$ cat src/todcc_pkg.sv
// Package for the time-of-day calendar counter: request, response and time
// types, command codes, counter limits and the month-length table. No dependencies.
`default_nettype none

package todcc_pkg;

   typedef enum logic [2:0] {
      CMD_TICK         = 3'd0,
      CMD_START_EDIT   = 3'd1,
      CMD_BUMP_HOURS   = 3'd2,
      CMD_BUMP_MINUTES = 3'd3,
      CMD_ZERO_SECONDS = 3'd4,
      CMD_COMMIT       = 3'd5,
      CMD_LOAD         = 3'd6
   } cmd_type;

   typedef struct packed {
      logic [2:0] command;
      logic [3:0] load_month;
      logic [4:0] load_day;
      logic [4:0] load_hours;
      logic [5:0] load_minutes;
      logic [5:0] load_seconds;
   } req_type;

   typedef struct packed {
      logic [5:0] seconds;
      logic [5:0] minutes;
      logic [4:0] hours;
      logic [4:0] display_hours;
      logic [4:0] day;
      logic [3:0] month;
      logic       is_pm;
      logic       half_day_event;
      logic       new_day_event;
      logic [4:0] edit_hours;
      logic [5:0] edit_minutes;
      logic [5:0] edit_seconds;
   } rsp_type;

   typedef struct packed {
      logic [5:0] seconds;
      logic [5:0] minutes;
      logic [4:0] hours;
      logic [4:0] day;
      logic [3:0] month;
   } time_type;

   typedef struct packed {
      time_type cur;
      time_type ed;
   } clock_state_type;

   localparam logic [5:0] SEC_LAST      = 6'd59;
   localparam logic [5:0] MIN_LAST      = 6'd59;
   localparam logic [4:0] HOUR_LAST     = 5'd23;
   localparam logic [4:0] HOUR_NOON     = 5'd12;
   localparam logic [5:0] HOURS_PER_DAY = 6'd24;
   localparam logic [6:0] MINS_PER_HOUR = 7'd60;
   localparam logic [3:0] MONTH_LAST    = 4'd12;
   localparam logic [4:0] DAYS_DEFAULT  = 5'd31;

   localparam logic [4:0] MONTH_DAYS [12] = '{
      5'd31, 5'd28, 5'd31, 5'd30, 5'd31, 5'd30,
      5'd31, 5'd31, 5'd30, 5'd31, 5'd30, 5'd31
   };

   localparam time_type RESET_TIME = '{
      seconds: 6'd30, minutes: 6'd9, hours: 5'd19, day: 5'd31, month: 4'd12
   };

   localparam clock_state_type RESET_STATE = '{cur: RESET_TIME, ed: RESET_TIME};

   // Length of a month; months outside one to twelve count as 31 days
   function automatic logic [4:0] month_days(input logic [3:0] month);
      logic [4:0] len;
      len = DAYS_DEFAULT;
      if (month >= 4'd1 && month <= MONTH_LAST) begin
         len = MONTH_DAYS[4'(month - 4'd1)];
      end
      return len;
   endfunction

endpackage

`default_nettype wire

$ cat src/todcc_step.sv
// Next-state and response logic for one request of the time-of-day calendar
// counter. Depends on todcc_pkg.
`default_nettype none

module todcc_step (
   input  todcc_pkg::clock_state_type state,
   input  todcc_pkg::req_type         req,
   input  logic                       twelve_hour_mode,
   output todcc_pkg::clock_state_type next_state,
   output todcc_pkg::rsp_type         rsp
);
   import todcc_pkg::*;

   time_type   cur;
   time_type   ed;
   logic       half;
   logic       new_day;
   logic [5:0] hour_sum;
   logic [6:0] min_sum;
   logic       pm;

   always_comb begin
      cur      = state.cur;
      ed       = state.ed;
      half     = 1'b0;
      new_day  = 1'b0;
      hour_sum = {1'b0, state.ed.hours} + 6'd1;
      min_sum  = {1'b0, state.ed.minutes} + 7'd1;
      case (cmd_type'(req.command))
         CMD_TICK: begin
            if (state.cur.seconds < SEC_LAST) begin
               cur.seconds = state.cur.seconds + 6'd1;
            end else begin
               cur.seconds = '0;
               if (state.cur.minutes < MIN_LAST) begin
                  cur.minutes = state.cur.minutes + 6'd1;
               end else begin
                  cur.minutes = '0;
                  if (state.cur.hours < HOUR_LAST) begin
                     cur.hours = state.cur.hours + 5'd1;
                     half      = (cur.hours == HOUR_NOON);
                  end else begin
                     cur.hours = '0;
                     half      = 1'b1;
                     new_day   = 1'b1;
                     // roll the date: past the month length go to the first
                     if (({1'b0, state.cur.day} + 6'd1) >
                         {1'b0, month_days(state.cur.month)}) begin
                        cur.day   = 5'd1;
                        cur.month = (state.cur.month >= MONTH_LAST) ? 4'd1 :
                                    state.cur.month + 4'd1;
                     end else begin
                        cur.day = state.cur.day + 5'd1;
                     end
                  end
               end
            end
         end
         CMD_START_EDIT: begin
            ed = state.cur;
         end
         CMD_BUMP_HOURS: begin
            ed.hours = (hour_sum >= HOURS_PER_DAY) ? 5'(hour_sum - HOURS_PER_DAY) :
                       hour_sum[4:0];
         end
         CMD_BUMP_MINUTES: begin
            ed.minutes = (min_sum >= MINS_PER_HOUR) ? 6'(min_sum - MINS_PER_HOUR) :
                         min_sum[5:0];
         end
         CMD_ZERO_SECONDS: begin
            ed.seconds = '0;
         end
         CMD_COMMIT: begin
            cur = state.ed;
         end
         CMD_LOAD: begin
            cur.month   = req.load_month;
            cur.day     = req.load_day;
            cur.hours   = req.load_hours;
            cur.minutes = req.load_minutes;
            cur.seconds = req.load_seconds;
         end
         default: begin
            // unused code: hold everything
         end
      endcase

      pm                 = (cur.hours >= HOUR_NOON);
      next_state.cur     = cur;
      next_state.ed      = ed;
      rsp.seconds        = cur.seconds;
      rsp.minutes        = cur.minutes;
      rsp.hours          = cur.hours;
      rsp.display_hours  = (twelve_hour_mode && pm) ? cur.hours - HOUR_NOON : cur.hours;
      rsp.day            = cur.day;
      rsp.month          = cur.month;
      rsp.is_pm          = pm;
      rsp.half_day_event = half;
      rsp.new_day_event  = new_day;
      rsp.edit_hours     = ed.hours;
      rsp.edit_minutes   = ed.minutes;
      rsp.edit_seconds   = ed.seconds;
   end

endmodule

`default_nettype wire

$ cat src/time_of_day_calendar_counter.sv
// Top level of the time-of-day calendar counter: request register, clock state,
// response register. Depends on todcc_pkg and todcc_step.
`default_nettype none

// Usage
//   Request channel (req_valid / req_stall / req_data): one command per request,
//   tick, start edit, bump hours, bump minutes, zero seconds, commit or load.
//   Response channel (rsp_valid / rsp_stall / rsp_data): exactly one response per
//   request, in order, showing the current time, date, display hour, the
//   noon/midnight and new-day events of a tick, and the edit copy.
//   A transfer happens on a rising edge with valid high and stall low.
//   Configuration: csr_write_enable with csr_write_data sets 12-hour display
//   mode; write it only while no request is in flight.
// Pipeline
//   A request is held in the request register and computed by the step logic as it
//   moves into the response register. One request per cycle is sustained while
//   rsp_stall is low; the whole update is one pass of the step logic between the
//   request register and the response register.
// Reset
//   Synchronous, active high. Time and edit copy return to 19:09:30 on
//   31 December, 12-hour mode is set, both register stages empty.
// Back-pressure
//   While rsp_stall is high the response holds. The request register still
//   takes one more request; req_stall rises only once it is full as well.
module time_of_day_calendar_counter (
   input  logic               clock,
   input  logic               reset,
   input  logic               req_valid,
   output logic               req_stall,
   input  todcc_pkg::req_type req_data,
   output logic               rsp_valid,
   input  logic               rsp_stall,
   output todcc_pkg::rsp_type rsp_data,
   input  logic               csr_write_enable,
   input  logic               csr_write_data
);
   import todcc_pkg::*;

   logic            mode_ff;
   logic            req_valid_ff;
   req_type         req_data_ff;
   clock_state_type state_ff;
   clock_state_type state_in;
   logic            rsp_valid_ff;
   rsp_type         rsp_data_ff;
   rsp_type         rsp_in;
   logic            req_fire;
   logic            step_fire;
   logic            rsp_free;

   // The response register can take a new value when empty or being drained
   assign rsp_free  = !rsp_valid_ff || !rsp_stall;
   assign step_fire = req_valid_ff && rsp_free;
   assign req_stall = req_valid_ff && !rsp_free;
   assign req_fire  = req_valid && !req_stall;

   todcc_step u_step (
      .state            (state_ff),
      .req              (req_data_ff),
      .twelve_hour_mode (mode_ff),
      .next_state       (state_in),
      .rsp              (rsp_in)
   );

   // 12-hour mode register
   always_ff @(posedge clock) begin
      if (reset) begin
         mode_ff <= 1'b1;
      end else if (csr_write_enable) begin
         mode_ff <= csr_write_data;
      end
   end

   // Request register: fill on accept, empty when the step consumes it
   always_ff @(posedge clock) begin
      if (reset) begin
         req_valid_ff <= 1'b0;
      end else if (req_fire) begin
         req_valid_ff <= 1'b1;
      end else if (step_fire) begin
         req_valid_ff <= 1'b0;
      end
   end

   always_ff @(posedge clock) begin
      if (req_fire) begin
         req_data_ff <= req_data;
      end
   end

   // Clock state: advance only when a request is carried through
   always_ff @(posedge clock) begin
      if (reset) begin
         state_ff <= RESET_STATE;
      end else if (step_fire) begin
         state_ff <= state_in;
      end
   end

   // Response register
   always_ff @(posedge clock) begin
      if (reset) begin
         rsp_valid_ff <= 1'b0;
      end else if (rsp_free) begin
         rsp_valid_ff <= step_fire;
      end
   end

   always_ff @(posedge clock) begin
      if (step_fire) begin
         rsp_data_ff <= rsp_in;
      end
   end

   assign rsp_valid = rsp_valid_ff;
   assign rsp_data  = rsp_data_ff;

   // A new day is always also a half-day event
   a_new_day_is_half_day: assert property (@(posedge clock) disable iff (reset)
      rsp_valid |-> (!rsp_data.new_day_event || rsp_data.half_day_event))
      else $error("new-day event without half-day event");

   // A new day lands exactly on midnight
   a_new_day_at_midnight: assert property (@(posedge clock) disable iff (reset)
      (rsp_valid && rsp_data.new_day_event) |->
         (rsp_data.hours == 5'd0 && rsp_data.minutes == 6'd0 &&
          rsp_data.seconds == 6'd0))
      else $error("new-day event away from midnight");

   // Half-day events only at noon or midnight
   a_half_day_hours: assert property (@(posedge clock) disable iff (reset)
      (rsp_valid && rsp_data.half_day_event) |->
         (rsp_data.hours == 5'd0 || rsp_data.hours == HOUR_NOON))
      else $error("half-day event at a wrong hour");

   // State holds when no request is carried through
   a_state_holds: assert property (@(posedge clock) disable iff (reset)
      !step_fire |=> $stable(state_ff))
      else $error("clock state changed without a request");

   // Back-pressure only with a full request register
   a_stall_only_when_full: assert property (@(posedge clock) disable iff (reset)
      req_stall |-> req_valid_ff)
      else $error("request stalled with an empty request register");

endmodule

`default_nettype wire

$ cat config.mk
export PLATFORM = sky130hd
export DESIGN_NAME = time_of_day_calendar_counter
export DESIGN_NICKNAME = d
export VERILOG_FILES = /design/src/todcc_pkg.sv /design/src/todcc_step.sv /design/src/time_of_day_calendar_counter.sv
export SDC_FILE = /design/constraint.sdc
export NUM_CORES = 1
export LEC_CHECK = 0
export BUFFER_PORTS_ARGS = -buffer_cell sky130_fd_sc_hd__buf_2
export CAP_MARGIN = 25
export CORE_MARGIN = 5
export CORE_UTILIZATION = 50
export CTS_BUF_LIST = sky130_fd_sc_hd__clkbuf_8
export CTS_CLUSTER_DIAMETER = 60
export DETAILED_ROUTE_END_ITERATION = 8
export PLACE_DENSITY_LB_ADDON = 0.05
export RECOVER_POWER = 50
export SLEW_MARGIN = 15
export SYNTH_ARGS = -nofsm -noshare
export SYNTH_HDL_FRONTEND = slang
export SYNTH_SLANG_ARGS = --single-unit
$ cat constraint.sdc
create_clock -name clock -period 6.23 [get_ports clock]
set_input_delay 1.246 -clock clock [delete_from_list [all_inputs] [get_ports clock]]
set_output_delay 1.246 -clock clock [all_outputs]
set_load 0.03 [all_outputs]
==> reports/results.tsv <==
stage	metric	value	unit
synth	cell count after synthesis	729	
power_and_ir_drop	clock power share	0.345	
cts	Clock Path Buffers	2	
timing	count of final hold-check violations	0	
power_and_ir_drop	net switching component of the power	0.5731	mW
timing	summed negative setup slack over all endpoints	0	ns
power_and_ir_drop	Combinational Power Share	0.146	
timing	Period minus WS final	4.343	ns
floorplanning	total die area	0.01635	mm^2
drt	Iter 0 DRT Violations	495	
power_and_ir_drop	switching portion of total power	0.2799	
timing	WHS	0.4648	ns
setup_path	crit path kind	primary input to flop	
setup_path	longest individual stage delay on the worst path	1.51	ns
synth	count of flip-flops with a built-in enable after synthesis	78	
power_and_ir_drop	Reg power frac	0.509	
cts	number of levels the H-tree was split into	4	
cts	Resized cells post-CTS	0	
synth	sequential area share after synthesis	0.4956	
cts	CTS Hold Bufs	0	
place	DP Wirelength	12300	um
drt	top routing layer in use	met4	
floorplanning	effective utilization at floorplan	0.5045	
grt	number of antenna violations at the first check in global routing	0	
timing	fmax	0.2303	GHz
floorplanning	Core Region	0.01377	mm^2
grt	via count of the first global-routing pass	5742	
synth	Syn Std Cell Area	0.006948	mm^2
job	max-cap violations	3	
cts	root cell of the clock tree	sky130_fd_sc_hd__clkbuf_8	
place	Post-Place Worst Slack	2.686	ns
cts	clock latency on the worst-skew pair	0.45	ns
setup_path	largest fanout on the critical path	42	
drt	number of vias per cell	5.950	
min_path	Hold WC Path Type	flop to flop	
setup_path	endpoint kind of the worst setup timing path	flop	
setup_path	data required time at the worst endpoint	6.58	ns
timing	number of pins exceeding their max-slew limit in the final report	108	
place	Placer Congestion	0.8710	
setup_path	worst path arrival time	4.69	ns
timing	unrepaired setup endpoints after global routing	false	
synth	post-synthesis average cell area	9.531	um^2
power_and_ir_drop	ratio of total power to cell area	264.3	mW/mm^2
setup_path	dominant delay contributor by cell family on the critical path	buffers and inverters	
setup_path	Buf/Inv on CP	4	
synth	number of unique standard cell types used by synthesis	78	
timing	final clock skew	0.01445	ns
drt	detailed-route via count	5831	
drt	Total Routed Length	18300	um
cells_and_area	Final #Nets	837	
floorplanning	die extent in x	127.9	um
synth	Synthesis Warnings	0	
power_and_ir_drop	leakage dissipation	2.868	nW
timing	Tightest Pin Transition	2.121	ns
setup_path	ordered cell list for the critical path	clkbuf_1 > nand2_1 > nand2_1 > clkbuf_1 > inv_1 > buf_4 > a211o_1	
drt	DRT antenna net count	0	
synth	net count after synthesis	779	
synth	predominant post-synthesis flop cell	sky130_fd_sc_hd__edfxtp_1	
setup_path	library cell contributing the largest single delay on the critical path	sky130_fd_sc_hd__clkbuf_1	
outcome	outcome	finished, violations left	
floorplanning	Core Rows	43	
drt	Routed WL per cell	18.68	um
floorplanning	# IOs	88	
timing	headroom to the max-slew limit	-0.4139	
power_and_ir_drop	P_int	1.474	mW
synth	#FFs+latches synth	133	
cts	post-CTS setup buffer count	0	
timing	setup violators final	0	
cts	Clock Sinks	133	
drt	number of remaining DRC errors	0	
cells_and_area	n_diodes	0	
cells_and_area	signed area change from the synthesized netlist to the final layout	11.49	%
timing	post-layout worst setup margin	1.887	ns
place	port bufs	87	
cts	clock slew at the register clock pins of the worst setup and hold paths	0.08	ns
timing	part of the cycle the worst path needs	0.6971	
grt	wire length of the first global-routing pass	29720	um
drt	Met1 Routed Length	8088	um
grt	Remaining Overflow, GRT	0	
cts	Inserted Clock Buffers	17	
cts	CTS tree	yes	
drt	met2 WL post-DR	8389	um
grt	largest net degree at the start of global routing	53	
cells_and_area	fraction of final layout cells with drive strength greater than 1	0.1188	
drt	met3 wire len	1405	um
power_and_ir_drop	worst-case vdd ir drop	0.1372	mV
floorplanning	height of the chip	127.9	um
grt	Overall Global Routing Usage	0.2300	
setup_path	category of the worst setup path launch point	primary input	
drt	first-pass iteration count of the detailed router	5	
synth	ys async rst share	0	
outcome	violations in the final reports	capacitance limit, slew limit	
## worst paths after layout
path / startpoint / to / slack [ns] / cells after the start
setup / recovery: rsp_stall / state_ff[50]$_SDFFE_PP1P_ / 1.89 / 7
hold / removal: state_ff[1]$_SDFFE_PP0P_ / state_ff[1]$_SDFFE_PP0P_ / 0.46 / 2
setup reg to reg: rsp_valid$_SDFFE_PP0P_ / state_ff[50]$_SDFFE_PP1P_ / 2.44 / 6
hold reg to reg: state_ff[1]$_SDFFE_PP0P_ / state_ff[1]$_SDFFE_PP0P_ / 0.46 / 2
## final cells by class
| cell class | instances | area, um^2 |
|---|---|---|
| clock inverter | 15 | 148.9 |
| timing repair buffer | 96 | 449.2 |
| tap | 180 | 225.2 |
| multi-input combinational | 516 | 3159 |
| inverter | 23 | 86.33 |
| fill | 1268 | 6027 |
| clock buffer | 17 | 234.0 |
| sequential | 133 | 3443 |
## cells in the final DEF (no fill, tap or decap), types with 13 or more instances in the layout
| cell | instances |
|---|---|
| sky130_fd_sc_hd__nor2_1 | 57 |
| sky130_fd_sc_hd__o21ai_0 | 46 |
| sky130_fd_sc_hd__clkbuf_8 | 17 |
| sky130_fd_sc_hd__ha_1 | 15 |
| sky130_fd_sc_hd__nand3_1 | 34 |
| sky130_fd_sc_hd__a22oi_1 | 13 |
| sky130_fd_sc_hd__a21oi_1 | 41 |
| sky130_fd_sc_hd__clkbuf_1 | 47 |
| sky130_fd_sc_hd__buf_2 | 43 |
| sky130_fd_sc_hd__edfxtp_1 | 78 |
| sky130_fd_sc_hd__nor3_1 | 18 |
| sky130_fd_sc_hd__inv_1 | 25 |
| sky130_fd_sc_hd__a22o_1 | 15 |
| sky130_fd_sc_hd__dfxtp_1 | 55 |
| sky130_fd_sc_hd__nand2_1 | 110 |
## logic make-up after synthesis
family / Yosys count / share of synthesized area
xor+xnor: 14 / 0.01765
fa+ha+maj: 16 / 0.02845
buf+inv: 80 / 0.04934
compound gates: 210 / 0.2186
flops: 133 / 0.4956
mux: 12 / 0.01765
simple gates: 264 / 0.1727
## worst reg2reg max path, cell delays in order (launching register included)
cell and delay [ns]:
sky130_fd_sc_hd__dfxtp_1 0.37, sky130_fd_sc_hd__nand2_1 0.06, sky130_fd_sc_hd__nand2_1 0.06, sky130_fd_sc_hd__clkbuf_1 1.51
sky130_fd_sc_hd__inv_1 0.84, sky130_fd_sc_hd__buf_4 0.53, sky130_fd_sc_hd__a211o_1 0.33
## per-stage QoR
step	instance area (um^2)	instances	utilization	total power [mW]
final	7746	980	0.5624	2.047
after global routing	7746	980	0.5624	2.141
after CTS	7797	979	0.5661	2.066
after detailed placement	7415	947	0.5383	1.360
after global placement	7415	947	0.5383	1.351
after floorplan	6948	729	-	1.271
## flip-flops by register name, indices dropped and copies added, names as in the netlist
register / count
mode_ff: 1
req_valid_ff: 1
rsp_valid: 1
state_ff: 52
rsp_data: 49
req_data_ff: 29
## routing by layer
layer	vias up	global-route usage
li1	2784	-
met1	2766	0.3139
met2	249	0.3527
met3	32	0.05458
met4	0	0.09488
met5	-	0
## synth_stat cells (all sizes together) (8+ instances only)
cell type | count | area, um^2
nand2 | 111 | 419.2
edfxtp | 78 | 2342
nor2 | 58 | 220.2
dfxtp | 55 | 1101
o21ai | 50 | 250.2
a21oi | 41 | 205.2
clkbuf | 35 | 131.4
nand3 | 35 | 180.2
inv | 23 | 86.34
buf | 22 | 125.1
nor3 | 18 | 95.09
a22o | 15 | 131.4
ha | 15 | 187.7
a22oi | 13 | 97.59
o211ai | 11 | 87.58
a31oi | 10 | 77.57
mux2i | 10 | 100.1
xnor2 | 10 | 87.58
o21a | 9 | 67.56
nand2b | 8 | 50.05
nor2b | 8 | 50.05
## power by group through the flow
stage / logic (mW) / registers, mW / clock network, mW
floorplan: 0.205 / 1.07 / 0
global placement: 0.293 / 1.06 / 0
detailed placement: 0.301 / 1.06 / 0
CTS: 0.302 / 1.04 / 0.724
global route: 0.330 / 1.05 / 0.762
finish: 0.299 / 1.04 / 0.705
Note: power is estimated with default switching activity, not from simulation.
